**src/rtl/locked_eeprom_access_gate_defines.svh**
```systemverilog
// ----------------------------------------------------------------------------
// Assertion macros for the locked byte store
// Shared concurrent check macros; empty in synthesis builds.
// ----------------------------------------------------------------------------
`ifndef LOCKED_EEPROM_ACCESS_GATE_DEFINES_SVH
`define LOCKED_EEPROM_ACCESS_GATE_DEFINES_SVH

`ifndef SYNTHESIS
// Same-cycle implication, checked out of reset
`define LEG_ASSERT_IMP(label, clk, rst_n, ante, cons) \
    label: assert property (@(posedge clk) disable iff (!rst_n) (ante) |-> (cons)) \
        else $error("check failed: implication");
// Next-cycle implication, checked out of reset
`define LEG_ASSERT_NXT(label, clk, rst_n, ante, cons) \
    label: assert property (@(posedge clk) disable iff (!rst_n) (ante) |=> (cons)) \
        else $error("check failed: next-cycle implication");
`else
`define LEG_ASSERT_IMP(label, clk, rst_n, ante, cons)
`define LEG_ASSERT_NXT(label, clk, rst_n, ante, cons)
`endif

`endif

```
**src/rtl/leg_pkg.sv**
```systemverilog
// ----------------------------------------------------------------------------
// leg_pkg
// Shared constants, status codes and interface structs of the locked store.
// ----------------------------------------------------------------------------
`timescale 1ns / 1ps
`default_nettype none

package leg_pkg;

    // Store geometry
    localparam int STORE_DEPTH = 4096;
    localparam int ADDR_W      = $clog2(STORE_DEPTH);
    localparam int CLR_W       = ADDR_W + 1;
    localparam int DATA_W      = 8;
    localparam int LIMIT_W     = 13;

    // Page decode and unlock sequence
    localparam logic [7:0]  WINDOW_PAGE   = 8'hFF;
    localparam logic [7:0]  DIRECT_PAGE   = 8'h00;
    localparam logic [15:0] WINDOW_OFFSET = 16'h1800;
    localparam logic [15:0] UNLOCK_ADDR   = 16'h1FFF;
    localparam logic [7:0]  CODE_FIRST    = 8'h55;
    localparam logic [7:0]  CODE_SECOND   = 8'hAA;
    localparam logic [7:0]  CODE_THIRD    = 8'h5A;
    localparam logic [7:0]  ERASED_BYTE   = 8'hFF;
    localparam logic [LIMIT_W-1:0] LIMIT_RESET = 13'h0102;

    // Result status codes
    typedef enum logic [2:0] {
        ST_READ_OK   = 3'd0,
        ST_READ_REJ  = 3'd1,
        ST_WRITTEN   = 3'd2,
        ST_WRITE_REJ = 3'd3,
        ST_LOCKED    = 3'd4,
        ST_PROTECTED = 3'd5,
        ST_UNLOCK    = 3'd6
    } status_t;

    // One bus access
    typedef struct packed {
        logic        is_write;
        logic [7:0]  page;
        logic [15:0] address;
        logic [7:0]  write_data;
        logic        protect_pin;
    } req_t;

    // Decoded access: status and store operation
    typedef struct packed {
        status_t             status;
        logic                rd_en;
        logic                wr_en;
        logic [ADDR_W-1:0]   addr;
        logic [DATA_W-1:0]   wdata;
    } dec_t;

endpackage

`default_nettype wire

```
**src/rtl/leg_clear.sv**
```systemverilog
// ----------------------------------------------------------------------------
// leg_clear
// Erase sweep after reset: writes the erased byte to every store entry.
// ----------------------------------------------------------------------------
`timescale 1ns / 1ps
`default_nettype none

module leg_clear
    import leg_pkg::*;
(
    input  wire logic              clk,
    input  wire logic              rst_n,
    output logic                   busy,
    output logic [ADDR_W-1:0]      addr
);

    logic [CLR_W-1:0] cnt_reg;
    logic [CLR_W-1:0] cnt_next;

    assign busy = (cnt_reg != CLR_W'(STORE_DEPTH));
    assign addr = cnt_reg[ADDR_W-1:0];

    // Advance one entry a cycle until the whole store is erased
    always_comb
    begin
        cnt_next = cnt_reg;
        if (busy)
        begin
            cnt_next = cnt_reg + CLR_W'(1);
        end
    end

    always_ff @(posedge clk or negedge rst_n)
    begin
        if (!rst_n)
        begin
            cnt_reg <= '0;
        end
        else
        begin
            cnt_reg <= cnt_next;
        end
    end

endmodule

`default_nettype wire

```
**config.mk**
```make
export PLATFORM = sky130hd
export DESIGN_NAME = leg_clear
export DESIGN_NICKNAME = d
export VERILOG_FILES = /design/src/rtl/locked_eeprom_access_gate_defines.svh /design/src/rtl/leg_pkg.sv /design/src/rtl/leg_clear.sv
export SDC_FILE = /design/constraint.sdc
export NUM_CORES = 1
export LEC_CHECK = 0
export BUFFER_PORTS_ARGS = -buffer_cell sky130_fd_sc_hd__buf_2
export CORE_AREA = 2 2 42 44
export DETAILED_ROUTE_END_ITERATION = 10
export DIE_AREA = 0 0 44 46
export PLACE_DENSITY = 0.66
export SLEW_MARGIN = 10
export SYNTH_ARGS = -nofsm -noshare
export SYNTH_HDL_FRONTEND = slang
export SYNTH_SLANG_ARGS = --single-unit
export TNS_END_PERCENT = 10
```
**constraint.sdc**
```tcl
create_clock -name clk -period 1.3 [get_ports clk]
set_input_delay 0.065 -clock clk [delete_from_list [all_inputs] [get_ports clk]]
set_output_delay 0.065 -clock clk [all_outputs]
set_load 0.01 [all_outputs]
```
==> out/qor.yml <==
drive_above_1_share_pct: 50.6
startpoint_type: "flip-flop"
cp.required_ns: 1.24
synthMuxAreaShare_pct: 1.45
endpoint_kind: "primary output"
fin_area_um2: 892
via_count: 500
gp_congestion: 0.781
p_leak_nw: 0.418
min_period_ns: 1.37
cts_max_path_buffers: 2
cts_tree: "done"
largest_reg_flops: 13
antennaDiodeCount: 0
skew_ns: 0.000901
ant_nets: 0
fin_cells: 102
grt.overflow.total: 0
place_area_um2: 779
max-slew-margin-rel_pct: 80.6
gr-usage-all-layers_pct: 14.1
crit_type: "reg2out"
crit_arrival_ns: 1.31
die_x_um: 44
dr.pass1.iters: 2
yosys_warnings: 0
floorplan.die_area_mm2: 0.00202
tightest_slew_ns: 0.292
drv_slew: 0
synth.distinct_cells: 20
grt_max_degree: 14
chipHeight_um: 46
synth_nets: 67
syn_avg_cell_area_um2: 10.9
setup_viol: 1
rows: 15
dp_hpwl_um: 930
area_growth_pct: 29.6
p_per_area_mw_per_mm2: 739
cts_sinks: 13
synthSimpleGateAreaFrac_pct: 18.7
grt_pass1_wl_um: 2030
status: "finished, violations left"
synth_xor_area_share_pct: 14.0
coreArea_mm2: 0.00161
clock-root-buffer: "clkbuf_4"
drt-initial-drc-count: 4
slowest_delay_ns: 0.39
io_pins: 15
worst_ir_drop_vdd_mv: 0.416
min_period_over_period_pct: 106
ys_ff_latch: 13
min_path_type: "in2async"
initial_utilization_pct: 42.6
h-tree-depth: 1
drv_cap: 0
pre_cts_slack_ns: -0.00906
clock_latency_ns: 0.27
synth-adder-area-share_pct: 3.64
path_delay_family: "flip-flops"
postLayoutCoreUtil_pct: 55.3
vias_per_cell: 4.90
dp_cells: 94
synth_compound_area_share_pct: 0.727
yosysSeqAreaShare_pct: 47.3
fmax_ghz: 0.729
power_mw: 0.659
finalHoldViolCount: 0
grt_pass1_vias: 486
wl_per_cell_um: 12.6
synthCells: 63
drc_errors: 0
rsz0062_at_grt: "true"
crit_chain: "inv_2 -> ha_4 -> nor4bb_4 -> nand3_1 -> buf_2"
cp_max_fo: 2
wirelength_um: 1290
numCtsBuffers: 3
portBuffers: 14
antenna_found_initial: 0
crit_buf_inv: 2
clkTransAtPathRegs_ns: 0.08
synth_top_family_by_area: "simple AND/OR/NAND/NOR gates"
synth_area_um2: 688
fin_ws_ns: -0.0726
slowest_stage: "dfrtp_1"
violations: "negative setup slack"
fin_nets: 90
-- final cells by class --
cell class / instances / area, um2
Fill cell: 137 / 722
Sequential cell: 13 / 327
Multi-Input combinational cell: 36 / 318
Timing Repair Buffer: 30 / 193
Clock buffer: 4 / 26.3
Tap cell: 17 / 21.3
Inverter: 2 / 7.51
-- layer usage --
| metal | up-vias | wire, um | global-route usage, % |
|---|---|---|---|
| met5 | - | 0 | 0 |
| met4 | 0 | 19 | 10.9 |
| met3 | 2 | 32 | 1.19 |
| met2 | 8 | 646 | 21.5 |
| met1 | 244 | 587 | 18.6 |
| li1 | 246 | - | - |
-- where the power goes --
group | leakage (nW) | switching, mW | internal, mW | total, mW
clock network | 0.0150 | 0.126 | 0.119 | 0.245
logic | 0.237 | 0.00792 | 0.00307 | 0.0110
registers | 0.166 | 0 | 0.404 | 0.404
-- stage by stage --
stage	setup TNS, ns	hold WS (ns)
2_1_floorplan	-0.0847	-0.231
3_3_place_gp	0	-0.0367
3_5_place_dp	-0.0169	-0.0300
4_1_cts	-0.107	0.204
5_1_grt	-0.542	0.225
6_report	-0.0726	0.215
-- worst paths after layout --
kind | start | end | slack [ns] | cells after the start
setup / recovery | cnt_reg[0]$_DFFE_PN0P_ | busy | -0.07 | 5
hold / removal | rst_n | cnt_reg[12]$_DFFE_PN0P_ | 0.22 | 2
setup reg to reg | cnt_reg[0]$_DFFE_PN0P_ | cnt_reg[0]$_DFFE_PN0P_ | 0.03 | 6
hold reg to reg | cnt_reg[12]$_DFFE_PN0P_ | cnt_reg[12]$_DFFE_PN0P_ | 0.50 | 1
max in group asynchronous | rst_n | cnt_reg[2]$_DFFE_PN0P_ | 0.84 | 2
min in group clk | cnt_reg[12]$_DFFE_PN0P_ | cnt_reg[12]$_DFFE_PN0P_ | 0.50 | 1
-- repair_timing --
action / 4_1_cts / 5_1_grt
cloned: 0 / 0
hold endpoints to repair: 13 / 0
hold buffers: 1 / 0
resized for setup: 2 / 9
endpoints found under the setup margin: 4 / 11
pin swaps: 1 / 2
buffers inserted: 3 / 0
-- cells by family (layout without fill, tap and decap cells) --
kind of cell             count (synthesis)  after routing
AND/OR/NAND/NOR                         21             21
buffers and inverters                   14             36
flip-flops                              13             13
XOR/XNOR                                11             11
adder cells (fa/ha/maj)                  2              2
AO/OA/AOI/OAI                            1              1
multiplexers                             1              1
-- synthesized netlist by cell type --
master	n	area, um2
nor4bb_1	1	10.0
nand3_2	1	10.0
inv_1	2	7.51
nand4_1	2	12.5
ha_1	2	25.0
nor2_1	1	3.75
buf_4	12	90.1
and2_2	1	7.51
nand3_1	5	25.0
xnor2_1	10	87.6
dfrtp_1	13	325
nand2_1	4	15.0
nand2b_1	1	6.26
xor2_1	1	8.76
o21ai_1	1	5.00
and3_1	1	6.26
and3_4	1	11.3
nor4_1	2	12.5
mux2i_1	1	10.0
and4_1	1	8.76
-- cells in the final DEF (no fill, tap or decap) --
cell type / synthesis / routed
nand3_2: 1 / 2
nor4_2: 0 / 1
xor2_1: 1 / 1
dfrtp_2: 0 / 1
buf_4: 12 / 15
and3_4: 1 / 1
nand2b_1: 1 / 1
nor4_1: 2 / 1
nand4_1: 2 / 2
and4_1: 1 / 1
buf_2: 0 / 14
dlygate4sd3_1: 0 / 1
xnor2_1: 10 / 10
dfrtp_1: 13 / 12
o21ai_1: 1 / 1
clkbuf_1: 0 / 1
mux2i_1: 1 / 1
nand3_1: 5 / 4
nor2_1: 1 / 1
nor4bb_4: 0 / 1
and2_4: 0 / 1
clkbuf_4: 0 / 3
and3_1: 1 / 1
nand2_1: 4 / 4
inv_2: 0 / 2
ha_4: 0 / 2
No activity file was read; power rests on OpenSTA's default activity.
