### src/rtl/locked_eeprom_access_gate_defines.svh
// ----------------------------------------------------------------------------
// Assertion macros for the locked byte store
// Shared concurrent check macros; empty in synthesis builds.
// ----------------------------------------------------------------------------
`ifndef LOCKED_EEPROM_ACCESS_GATE_DEFINES_SVH
`define LOCKED_EEPROM_ACCESS_GATE_DEFINES_SVH

`ifndef SYNTHESIS
// Same-cycle implication, checked out of reset
`define LEG_ASSERT_IMP(label, clk, rst_n, ante, cons) \
    label: assert property (@(posedge clk) disable iff (!rst_n) (ante) |-> (cons)) \
        else $error("check failed: implication");
// Next-cycle implication, checked out of reset
`define LEG_ASSERT_NXT(label, clk, rst_n, ante, cons) \
    label: assert property (@(posedge clk) disable iff (!rst_n) (ante) |=> (cons)) \
        else $error("check failed: next-cycle implication");
`else
`define LEG_ASSERT_IMP(label, clk, rst_n, ante, cons)
`define LEG_ASSERT_NXT(label, clk, rst_n, ante, cons)
`endif

`endif

### src/rtl/leg_pkg.sv
// ----------------------------------------------------------------------------
// leg_pkg
// Shared constants, status codes and interface structs of the locked store.
// ----------------------------------------------------------------------------
`timescale 1ns / 1ps
`default_nettype none

package leg_pkg;

    // Store geometry
    localparam int STORE_DEPTH = 4096;
    localparam int ADDR_W      = $clog2(STORE_DEPTH);
    localparam int CLR_W       = ADDR_W + 1;
    localparam int DATA_W      = 8;
    localparam int LIMIT_W     = 13;

    // Page decode and unlock sequence
    localparam logic [7:0]  WINDOW_PAGE   = 8'hFF;
    localparam logic [7:0]  DIRECT_PAGE   = 8'h00;
    localparam logic [15:0] WINDOW_OFFSET = 16'h1800;
    localparam logic [15:0] UNLOCK_ADDR   = 16'h1FFF;
    localparam logic [7:0]  CODE_FIRST    = 8'h55;
    localparam logic [7:0]  CODE_SECOND   = 8'hAA;
    localparam logic [7:0]  CODE_THIRD    = 8'h5A;
    localparam logic [7:0]  ERASED_BYTE   = 8'hFF;
    localparam logic [LIMIT_W-1:0] LIMIT_RESET = 13'h0102;

    // Result status codes
    typedef enum logic [2:0] {
        ST_READ_OK   = 3'd0,
        ST_READ_REJ  = 3'd1,
        ST_WRITTEN   = 3'd2,
        ST_WRITE_REJ = 3'd3,
        ST_LOCKED    = 3'd4,
        ST_PROTECTED = 3'd5,
        ST_UNLOCK    = 3'd6
    } status_t;

    // One bus access
    typedef struct packed {
        logic        is_write;
        logic [7:0]  page;
        logic [15:0] address;
        logic [7:0]  write_data;
        logic        protect_pin;
    } req_t;

    // Decoded access: status and store operation
    typedef struct packed {
        status_t             status;
        logic                rd_en;
        logic                wr_en;
        logic [ADDR_W-1:0]   addr;
        logic [DATA_W-1:0]   wdata;
    } dec_t;

endpackage

`default_nettype wire

### src/rtl/leg_access.sv
// ----------------------------------------------------------------------------
// leg_access
// Access decode, unlock sequence and write-protect limit register.
// ----------------------------------------------------------------------------
`timescale 1ns / 1ps
`default_nettype none
`include "locked_eeprom_access_gate_defines.svh"

module leg_access
    import leg_pkg::*;
(
    input  wire logic               clk,
    input  wire logic               rst_n,
    input  wire logic               cfg_we,
    input  wire logic [LIMIT_W-1:0] cfg_wdata,
    input  wire logic               acc,
    input  wire req_t               req,
    output dec_t                    dec
);

    typedef enum logic [1:0] {
        STAGE_FIRST    = 2'd0,
        STAGE_SECOND   = 2'd1,
        STAGE_THIRD    = 2'd2,
        STAGE_UNLOCKED = 2'd3
    } stage_t;

    stage_t              stage_reg;
    stage_t              stage_next;
    logic [LIMIT_W-1:0]  limit_reg;
    logic [LIMIT_W-1:0]  limit_next;

    logic                is_unlock;
    logic                is_window;
    logic                page_ok;
    logic [15:0]         eff_addr;
    logic                in_range;
    logic                below_limit;

    // Decode page, remap the window and check the range
    assign is_window   = (req.page == WINDOW_PAGE);
    assign is_unlock   = req.is_write && is_window && (req.address == UNLOCK_ADDR);
    assign page_ok     = is_window || (req.page == DIRECT_PAGE);
    assign eff_addr    = is_window ? (req.address - WINDOW_OFFSET) : req.address;
    assign in_range    = ({1'b0, eff_addr} < 17'(STORE_DEPTH));
    assign below_limit = (eff_addr < {3'b000, limit_reg});

    // Pick the status, the store operation and the next unlock stage
    always_comb
    begin
        dec.status = ST_READ_REJ;
        dec.rd_en  = 1'b0;
        dec.wr_en  = 1'b0;
        dec.addr   = eff_addr[ADDR_W-1:0];
        dec.wdata  = req.write_data;
        stage_next = stage_reg;
        if (is_unlock)
        begin
            dec.status = ST_UNLOCK;
            case (stage_reg)
                STAGE_FIRST:
                    stage_next = (req.write_data == CODE_FIRST)  ? STAGE_SECOND   : STAGE_FIRST;
                STAGE_SECOND:
                    stage_next = (req.write_data == CODE_SECOND) ? STAGE_THIRD    : STAGE_FIRST;
                STAGE_THIRD:
                    stage_next = (req.write_data == CODE_THIRD)  ? STAGE_UNLOCKED : STAGE_FIRST;
                default:
                    stage_next = (req.write_data == CODE_THIRD)  ? STAGE_UNLOCKED : STAGE_FIRST;
            endcase
        end
        else if (!page_ok || !in_range)
        begin
            dec.status = req.is_write ? ST_WRITE_REJ : ST_READ_REJ;
        end
        else if (!req.is_write)
        begin
            dec.status = ST_READ_OK;
            dec.rd_en  = 1'b1;
        end
        else if (stage_reg != STAGE_UNLOCKED)
        begin
            dec.status = ST_LOCKED;
            stage_next = STAGE_FIRST;
        end
        else if (below_limit && !req.protect_pin)
        begin
            dec.status = ST_PROTECTED;
        end
        else
        begin
            dec.status = ST_WRITTEN;
            dec.wr_en  = 1'b1;
        end
    end

    // Hold the limit unless written
    assign limit_next = cfg_we ? cfg_wdata : limit_reg;

    always_ff @(posedge clk or negedge rst_n)
    begin
        if (!rst_n)
        begin
            stage_reg <= STAGE_FIRST;
            limit_reg <= LIMIT_RESET;
        end
        else
        begin
            if (acc)
            begin
                stage_reg <= stage_next;
            end
            limit_reg <= limit_next;
        end
    end

    `LEG_ASSERT_IMP(a_write_needs_unlock, clk, rst_n, acc && dec.wr_en, stage_reg == STAGE_UNLOCKED)
    `LEG_ASSERT_NXT(a_locked_drop_relocks, clk, rst_n, acc && (dec.status == ST_LOCKED), stage_reg == STAGE_FIRST)

endmodule

`default_nettype wire

### config.mk
export PLATFORM = sky130hd
export DESIGN_NAME = leg_access
export DESIGN_NICKNAME = d
export VERILOG_FILES = /design/src/rtl/leg_pkg.sv /design/src/rtl/leg_access.sv
export VERILOG_INCLUDE_DIRS = /design/src /design/src/rtl
export SDC_FILE = /design/constraint.sdc
export NUM_CORES = 1
export LEC_CHECK = 0
export BUFFER_PORTS_ARGS = -buffer_cell sky130_fd_sc_hd__buf_2
export CAP_MARGIN = 15
export CORE_UTILIZATION = 35
export DETAILED_ROUTE_END_ITERATION = 10
export PLACE_DENSITY = 0.74
export SLEW_MARGIN = 10
export SYNTH_ARGS = -nofsm -noshare
export SYNTH_HDL_FRONTEND = slang
export SYNTH_SLANG_ARGS = --single-unit
### constraint.sdc
create_clock -name clk -period 2.5 [get_ports clk]
set_input_delay 0 -clock clk [delete_from_list [all_inputs] [get_ports clk]]
set_output_delay 0 -clock clk [all_outputs]
set_load 0.01 [all_outputs]
==> results of run 1 <==
-- cells by family (layout without fill, tap and decap cells) --
family          count (synthesis)  in the layout  synth area share [%]
compound gates                 38             38                  17.9
xor+xnor                        2              2                  1.28
fa+ha+maj                      13             13                  11.9
buf+inv                        38            108                  15.7
flops                          15             15                  27.7
mux                             3              3                  2.38
simple gates                   56             56                  23.2
-- metrics by stage --
| stage | cell area, sq um | std cells | total power [mW] |
|---|---|---|---|
| floorplan | 1370 | 165 | 0.398 |
| global placement | 1640 | 265 | 0.466 |
| detailed placement | 1640 | 265 | 0.471 |
| CTS | 1830 | 283 | 0.687 |
| global route | 1830 | 283 | 0.727 |
| finish | 1830 | 283 | 0.677 |
-- worst min-delay path: cells and delay by family --
family,cells,cell delay [ns]
AOI/OAI and AO/OA,1,0.07
buffers and inverters,1,0.22
and+or+nand+nor,1,0.09
-- metal layers --
layer / vias to the layer above / share of wire, % / GRT usage [%]
li1: 713 / - / -
met1: 620 / 43 / 17.6
met2: 47 / 48 / 27.0
met3: 6 / 6.0 / 4.93
met4: 0 / 2.3 / 5.00
met5: - / 0 / 0
-- cell type report --
type	instances	area, sq um	share of cell area [%]
clock buffer	4	45.0	2.46
inverter	15	56.3	3.07
multi-input combinational	112	778	42.5
sequential	15	378	20.6
tap	48	60.1	3.28
timing repair buffer	89	515	28.1
-- power groups by stage --
stage                     clock network, mW  logic, mW  registers (mW)
after floorplan                           0      0.126           0.272
after global placement                    0      0.193           0.272
after detailed placement                  0      0.198           0.273
after CTS                             0.203      0.215           0.269
after global routing                  0.214      0.242           0.271
final                                 0.193      0.215           0.269
-- synthesized netlist by cell type, drive strengths merged, types with 3 or more instances --
| cell type | number | area [sq um] |
|---|---|---|
| nand2 | 18 | 70.1 |
| a211oi | 3 | 22.5 |
| clkbuf | 4 | 15.0 |
| nor2 | 8 | 32.5 |
| o21ai | 17 | 85.1 |
| nand3 | 4 | 20.0 |
| nor3 | 4 | 20.0 |
| buf | 19 | 143 |
| ha | 13 | 163 |
| nor4 | 5 | 46.3 |
| nand4 | 5 | 31.3 |
| a21oi | 5 | 25.0 |
| dfrtp | 13 | 325 |
| inv | 15 | 56.3 |
-- repair_timing --
action	in CTS	in global routing
endpoints found under the setup margin	0	1
resized for setup	0	2
hold endpoints to repair	28	0
hold buffers	14	0
-- worst paths after layout --
kind | startpoint | end
min reg2reg | limit_reg[0]$_DFFE_PN0P_ | limit_reg[0]$_DFFE_PN0P_
min in group asynchronous | rst_n | limit_reg[4]$_DFFE_PN0P_
min | cfg_we | limit_reg[1]$_DFFE_PN1P_
max in group asynchronous | rst_n | limit_reg[1]$_DFFE_PN1P_
max | limit_reg[10]$_DFFE_PN0P_ | dec[23]
max reg2reg | stage_reg[0]$_DFFE_PN0P_ | stage_reg[1]$_DFFE_PN0P_
==> impl_metrics.ini, run 1 <==
[final_layout]
drive_above_1_share_pct = 37.9
n_antenna_cell = 0
final_common_cell = buf_2
final_cell_mix = buf_2, nand2_1, o21ai_0
fillers = 390
fin_nets = 300
largest_reg_flops = 13
final_util_pct = 49.3
synthToLayoutAreaGrowth_pct = 34.2

[setup_path]
cp_cell_sequence = inv_1 -> ha_1 -> a21o_1 -> a211o_1 -> a211oi_1 -> o21ai_2 -> a221o_1 -> buf_2
path_class = register to output port
critical_path.endpoint_type = output port
reg2regPathDepth = 6
r2r_setup_slack_ns = 1.12
worstSetupStartpointType = register
cp.required_ns = 2.50
crit_arrival_ns = 2.27
slowest_delay_ns = 0.35
worst-path-buf-inv = 2
path_max_fanout = 4
cpMaxStageDelayCell = dfrtp_1
crit_cells = 8
crit_family = compound AO/OA/AOI/OAI gates

[cts]
clkSinkCount = 15
worst_skew_pair.late_latency_ns = 0.25
cts_tree = yes
root_buffer = clkbuf_8
clockBufferDepth = 2
clk_pin_slew_worst_paths_ns = 0.06
htreeDepth = 1
numCtsBuffers = 3
cts_setup_buffers = 0

[route]
routedWlPerCell_microns = 11.3
route.vias.total = 1386
drt-total-wl_microns = 3200
route.antenna.remaining_nets = 0
via_per_inst = 4.90
drt_iter0_markers = 50
drc = 0
detailedRoute.firstPassIterationCount = 4

[global_route]
grt_pass1_vias = 1207
grt_max_degree = 26
antenna_found_initial = 0
grt_usage_pct = 15.4
grt_pass1_wl_microns = 5020
grt_overflow = 0

[power_and_ir_drop]
clkPwrFrac_pct = 28.5
p_int_uw = 482
p_sw_uw = 195
p_leak_nw = 0.907
power_frac_comb_pct = 31.7
seq_power_share_pct = 39.7
vdd_drop_max_mv = 0.321
switching_share_pct = 28.8
p_per_area_nw_per_um2 = 369

[place]
post-dp-hpwl_microns = 2560
dp_slack_ns = 0.143
io_buffers = 75
gp_congestion = 0.740

[die]
die_w_microns = 64.5
core-area_sq_um = 3720
num_rows = 22
pin_count = 76
initial_core_util_pct = 36.8
die_y_microns = 64.5
die_area_sq_um = 4160

[logic_synthesis]
synth.avg_cell_area_sq_um = 8.28
synth-async-reset-ratio_pct = 100
synth_edf_count = 0
netlist_instances = 165
synth_ff_type = dfrtp_1
synth_seq_cells = 15
ys_seq_area_share_pct = 27.7
yosys_warnings = 0
syn-num-nets = 229
syn_area_sq_um = 1370
yosys.cell_types.count = 39

[sta]
layout_setup_ws_ns = 0.229
timing.hold.ws_ns = 0.152
slew_headroom_pct = 71.3
finalSetupTns_ns = 0
min_period_over_period_pct = 90.8
period_needed_ns = 2.27
hold_viol = 0
setup_viol = 0
rsz0062_at_grt = no
max_freq_mhz = 440
worst_pin_slew_ns = 0.428
slew_violations = 0
fin_skew_ns = 0.000171

[worst_hold_path]
worstHoldPathCells = 3
hp-class = input pin to register

[job]
max_cap_violations = 0

[outcome]
outcome = finished, final reports clean
Note: power is estimated with default switching activity, not from simulation.
==> run 2: changes to the inputs <==
--- a/config.mk
+++ b/config.mk
@@ -8,9 +8,9 @@
 export LEC_CHECK = 0
 export BUFFER_PORTS_ARGS = -buffer_cell sky130_fd_sc_hd__buf_2
 export CAP_MARGIN = 15
-export CORE_UTILIZATION = 35
+export CORE_UTILIZATION = 44
 export DETAILED_ROUTE_END_ITERATION = 10
-export PLACE_DENSITY = 0.74
+export PLACE_DENSITY = 0.88
 export SLEW_MARGIN = 10
 export SYNTH_ARGS = -nofsm -noshare
 export SYNTH_HDL_FRONTEND = slang
==> run 2 against run 1 <==
Compared with the run above: the flow now finishes with violations (design-rule violations); routed wire length shrank 7.9%; clock skew hardly changed; maximum frequency down 1.4%; via count shrank 0.94%; sequential cell count unchanged; cell count fell by 6.0%; critical path depth unchanged; core utilization up 13 points; global-route usage is 3.1 points higher.
==> impl_metrics.ini, run 2 (synthesis results as in run 1) <==
[power_and_ir_drop]
vdd_drop_max_mv = 0.360
seq_power_share_pct = 43.8
p_leak_nw = 0.898
p_int_uw = 430
power_frac_comb_pct = 34.8
p_per_area_nw_per_um2 = 342
clkPwrFrac_pct = 21.4
switching_share_pct = 29.8
p_total_uw = 613
p_sw_uw = 183

[global_route]
grt_usage_pct = 18.5
grt_max_degree = 26
grt_overflow = 0
grt_pass1_wl_microns = 4870
grt_pass1_vias = 1216
antenna_found_initial = 0

[place]
dp_cells = 248
post-dp-hpwl_microns = 2420
io_buffers = 75
gp_congestion = 0.809

[final_layout]
stdcell_count = 266
drive_above_1_share_pct = 37.4
final_cell_mix = buf_2, nand2_1, o21ai_0
final_common_cell = buf_2
n_antenna_cell = 0
fin_nets = 300
largest_reg_flops = 13
synthToLayoutAreaGrowth_pct = 31.0

[die]
core-area_sq_um = 2850
die_y_microns = 57.7
die_area_sq_um = 3330
initial_core_util_pct = 47.9
die_w_microns = 57.7
pin_count = 76
num_rows = 19

[route]
routedWlPerCell_microns = 11.1
drt-total-wl_microns = 2950
detailedRoute.firstPassIterationCount = 7
route.antenna.remaining_nets = 0
drt_iter0_markers = 31
drc = 5
via_per_inst = 5.16
route.vias.total = 1373

[setup_path]
critical_path.endpoint_type = output port
cpMaxStageDelayCell = dfrtp_1
path_class = register to output port
worstSetupStartpointType = register
crit_arrival_ns = 2.30
path_max_fanout = 4
cp.required_ns = 2.50
cp_cell_sequence = inv_1 -> ha_1 -> a21o_1 -> a211o_1 -> a211oi_1 -> o21ai_1 -> a221o_1 -> buf_2
slowest_delay_ns = 0.36
r2r_setup_slack_ns = 1.13

[cts]
numCtsBuffers = 3
worst_skew_pair.late_latency_ns = 0.27
cts_tree = yes
htreeDepth = 1
clockBufferDepth = 2
root_buffer = clkbuf_4
clkSinkCount = 15
clk_pin_slew_worst_paths_ns = 0.08

[sta]
setup_viol = 0
fin_skew_ns = 0.00000935
period_needed_ns = 2.30
timing.hold.ws_ns = 0.0990
max_freq_mhz = 434
rsz0062_at_grt = no
slew_violations = 0
slew_headroom_pct = 71.7
worst_pin_slew_ns = 0.421
min_period_over_period_pct = 92.1
hold_viol = 0
finalSetupTns_ns = 0

[worst_hold_path]
hp-class = input pin to register

[outcome]
outcome = finished, violations left
violations = design-rule violations

[job]
max_cap_violations = 0
run 2: final timing paths:
check                                               start                  endpoint  depth (start not counted)
worst max-delay path            limit_reg[10]$_DFFE_PN0P_                   dec[23]                          8
worst min-delay path                               cfg_we  limit_reg[8]$_DFFE_PN1P_                          3
worst max register to register   stage_reg[0]$_DFFE_PN0P_  stage_reg[1]$_DFFE_PN0P_                          6
worst min register to register   limit_reg[8]$_DFFE_PN1P_  limit_reg[8]$_DFFE_PN1P_                          2
max in group asynchronous                           rst_n  limit_reg[8]$_DFFE_PN1P_                          2
min in group asynchronous                           rst_n  limit_reg[9]$_DFFE_PN0P_                          2
run 2: power by group through the flow:
stage          logic, mW  registers (mW)  clock network, mW
6_report           0.213           0.268              0.131
5_1_grt            0.241           0.271              0.149
4_1_cts            0.214           0.268              0.133
3_5_place_dp       0.196           0.273                  0
3_3_place_gp       0.191           0.272                  0
2_1_floorplan      0.126           0.272                  0
run 2: area by class of cell:
| type | instances | area [sq um] |
|---|---|---|
| Multi-Input combinational cell | 112 | 774 |
| Inverter | 15 | 56.3 |
| Tap cell | 31 | 38.8 |
| Sequential cell | 15 | 378 |
| Fill cell | 239 | 1060 |
| Clock buffer | 4 | 26.3 |
| Timing Repair Buffer | 89 | 515 |
run 2: through the flow:
stage | cell area [sq um] | utilization [%] | setup WS (ns)
6_report | 1790 | 62.7 | 0.198
5_1_grt | 1790 | 62.7 | 0.0342
4_1_cts | 1790 | 62.7 | 0.120
3_5_place_dp | 1620 | 56.9 | 0.133
3_3_place_gp | 1620 | 56.9 | 0.177
2_1_floorplan | 1370 | - | 0.377
run 2: layer usage:
| layer | share of wire [%] | GRT usage [%] | up-vias |
|---|---|---|---|
| met2 | 50 | 33.4 | 43 |
| li1 | - | - | 712 |
| met5 | 0 | 0 | - |
| met3 | 6.0 | 4.69 | 6 |
| met1 | 42 | 21.7 | 612 |
| met4 | 1.7 | 5.10 | 0 |
run 2: critical path, delay by kind of cell (launching register included):
kind            cells  cell delay [ns]
flops               1             0.36
fa+ha+maj           1             0.24
compound gates      5             1.21
buf+inv             2             0.21
run 2: repair_timing:
action	4_1_cts	5_1_grt
setup buffers	0	0
resized for setup	0	1
endpoints found under the setup margin	0	1
hold buffers	14	0
endpoints found under the hold margin	28	0
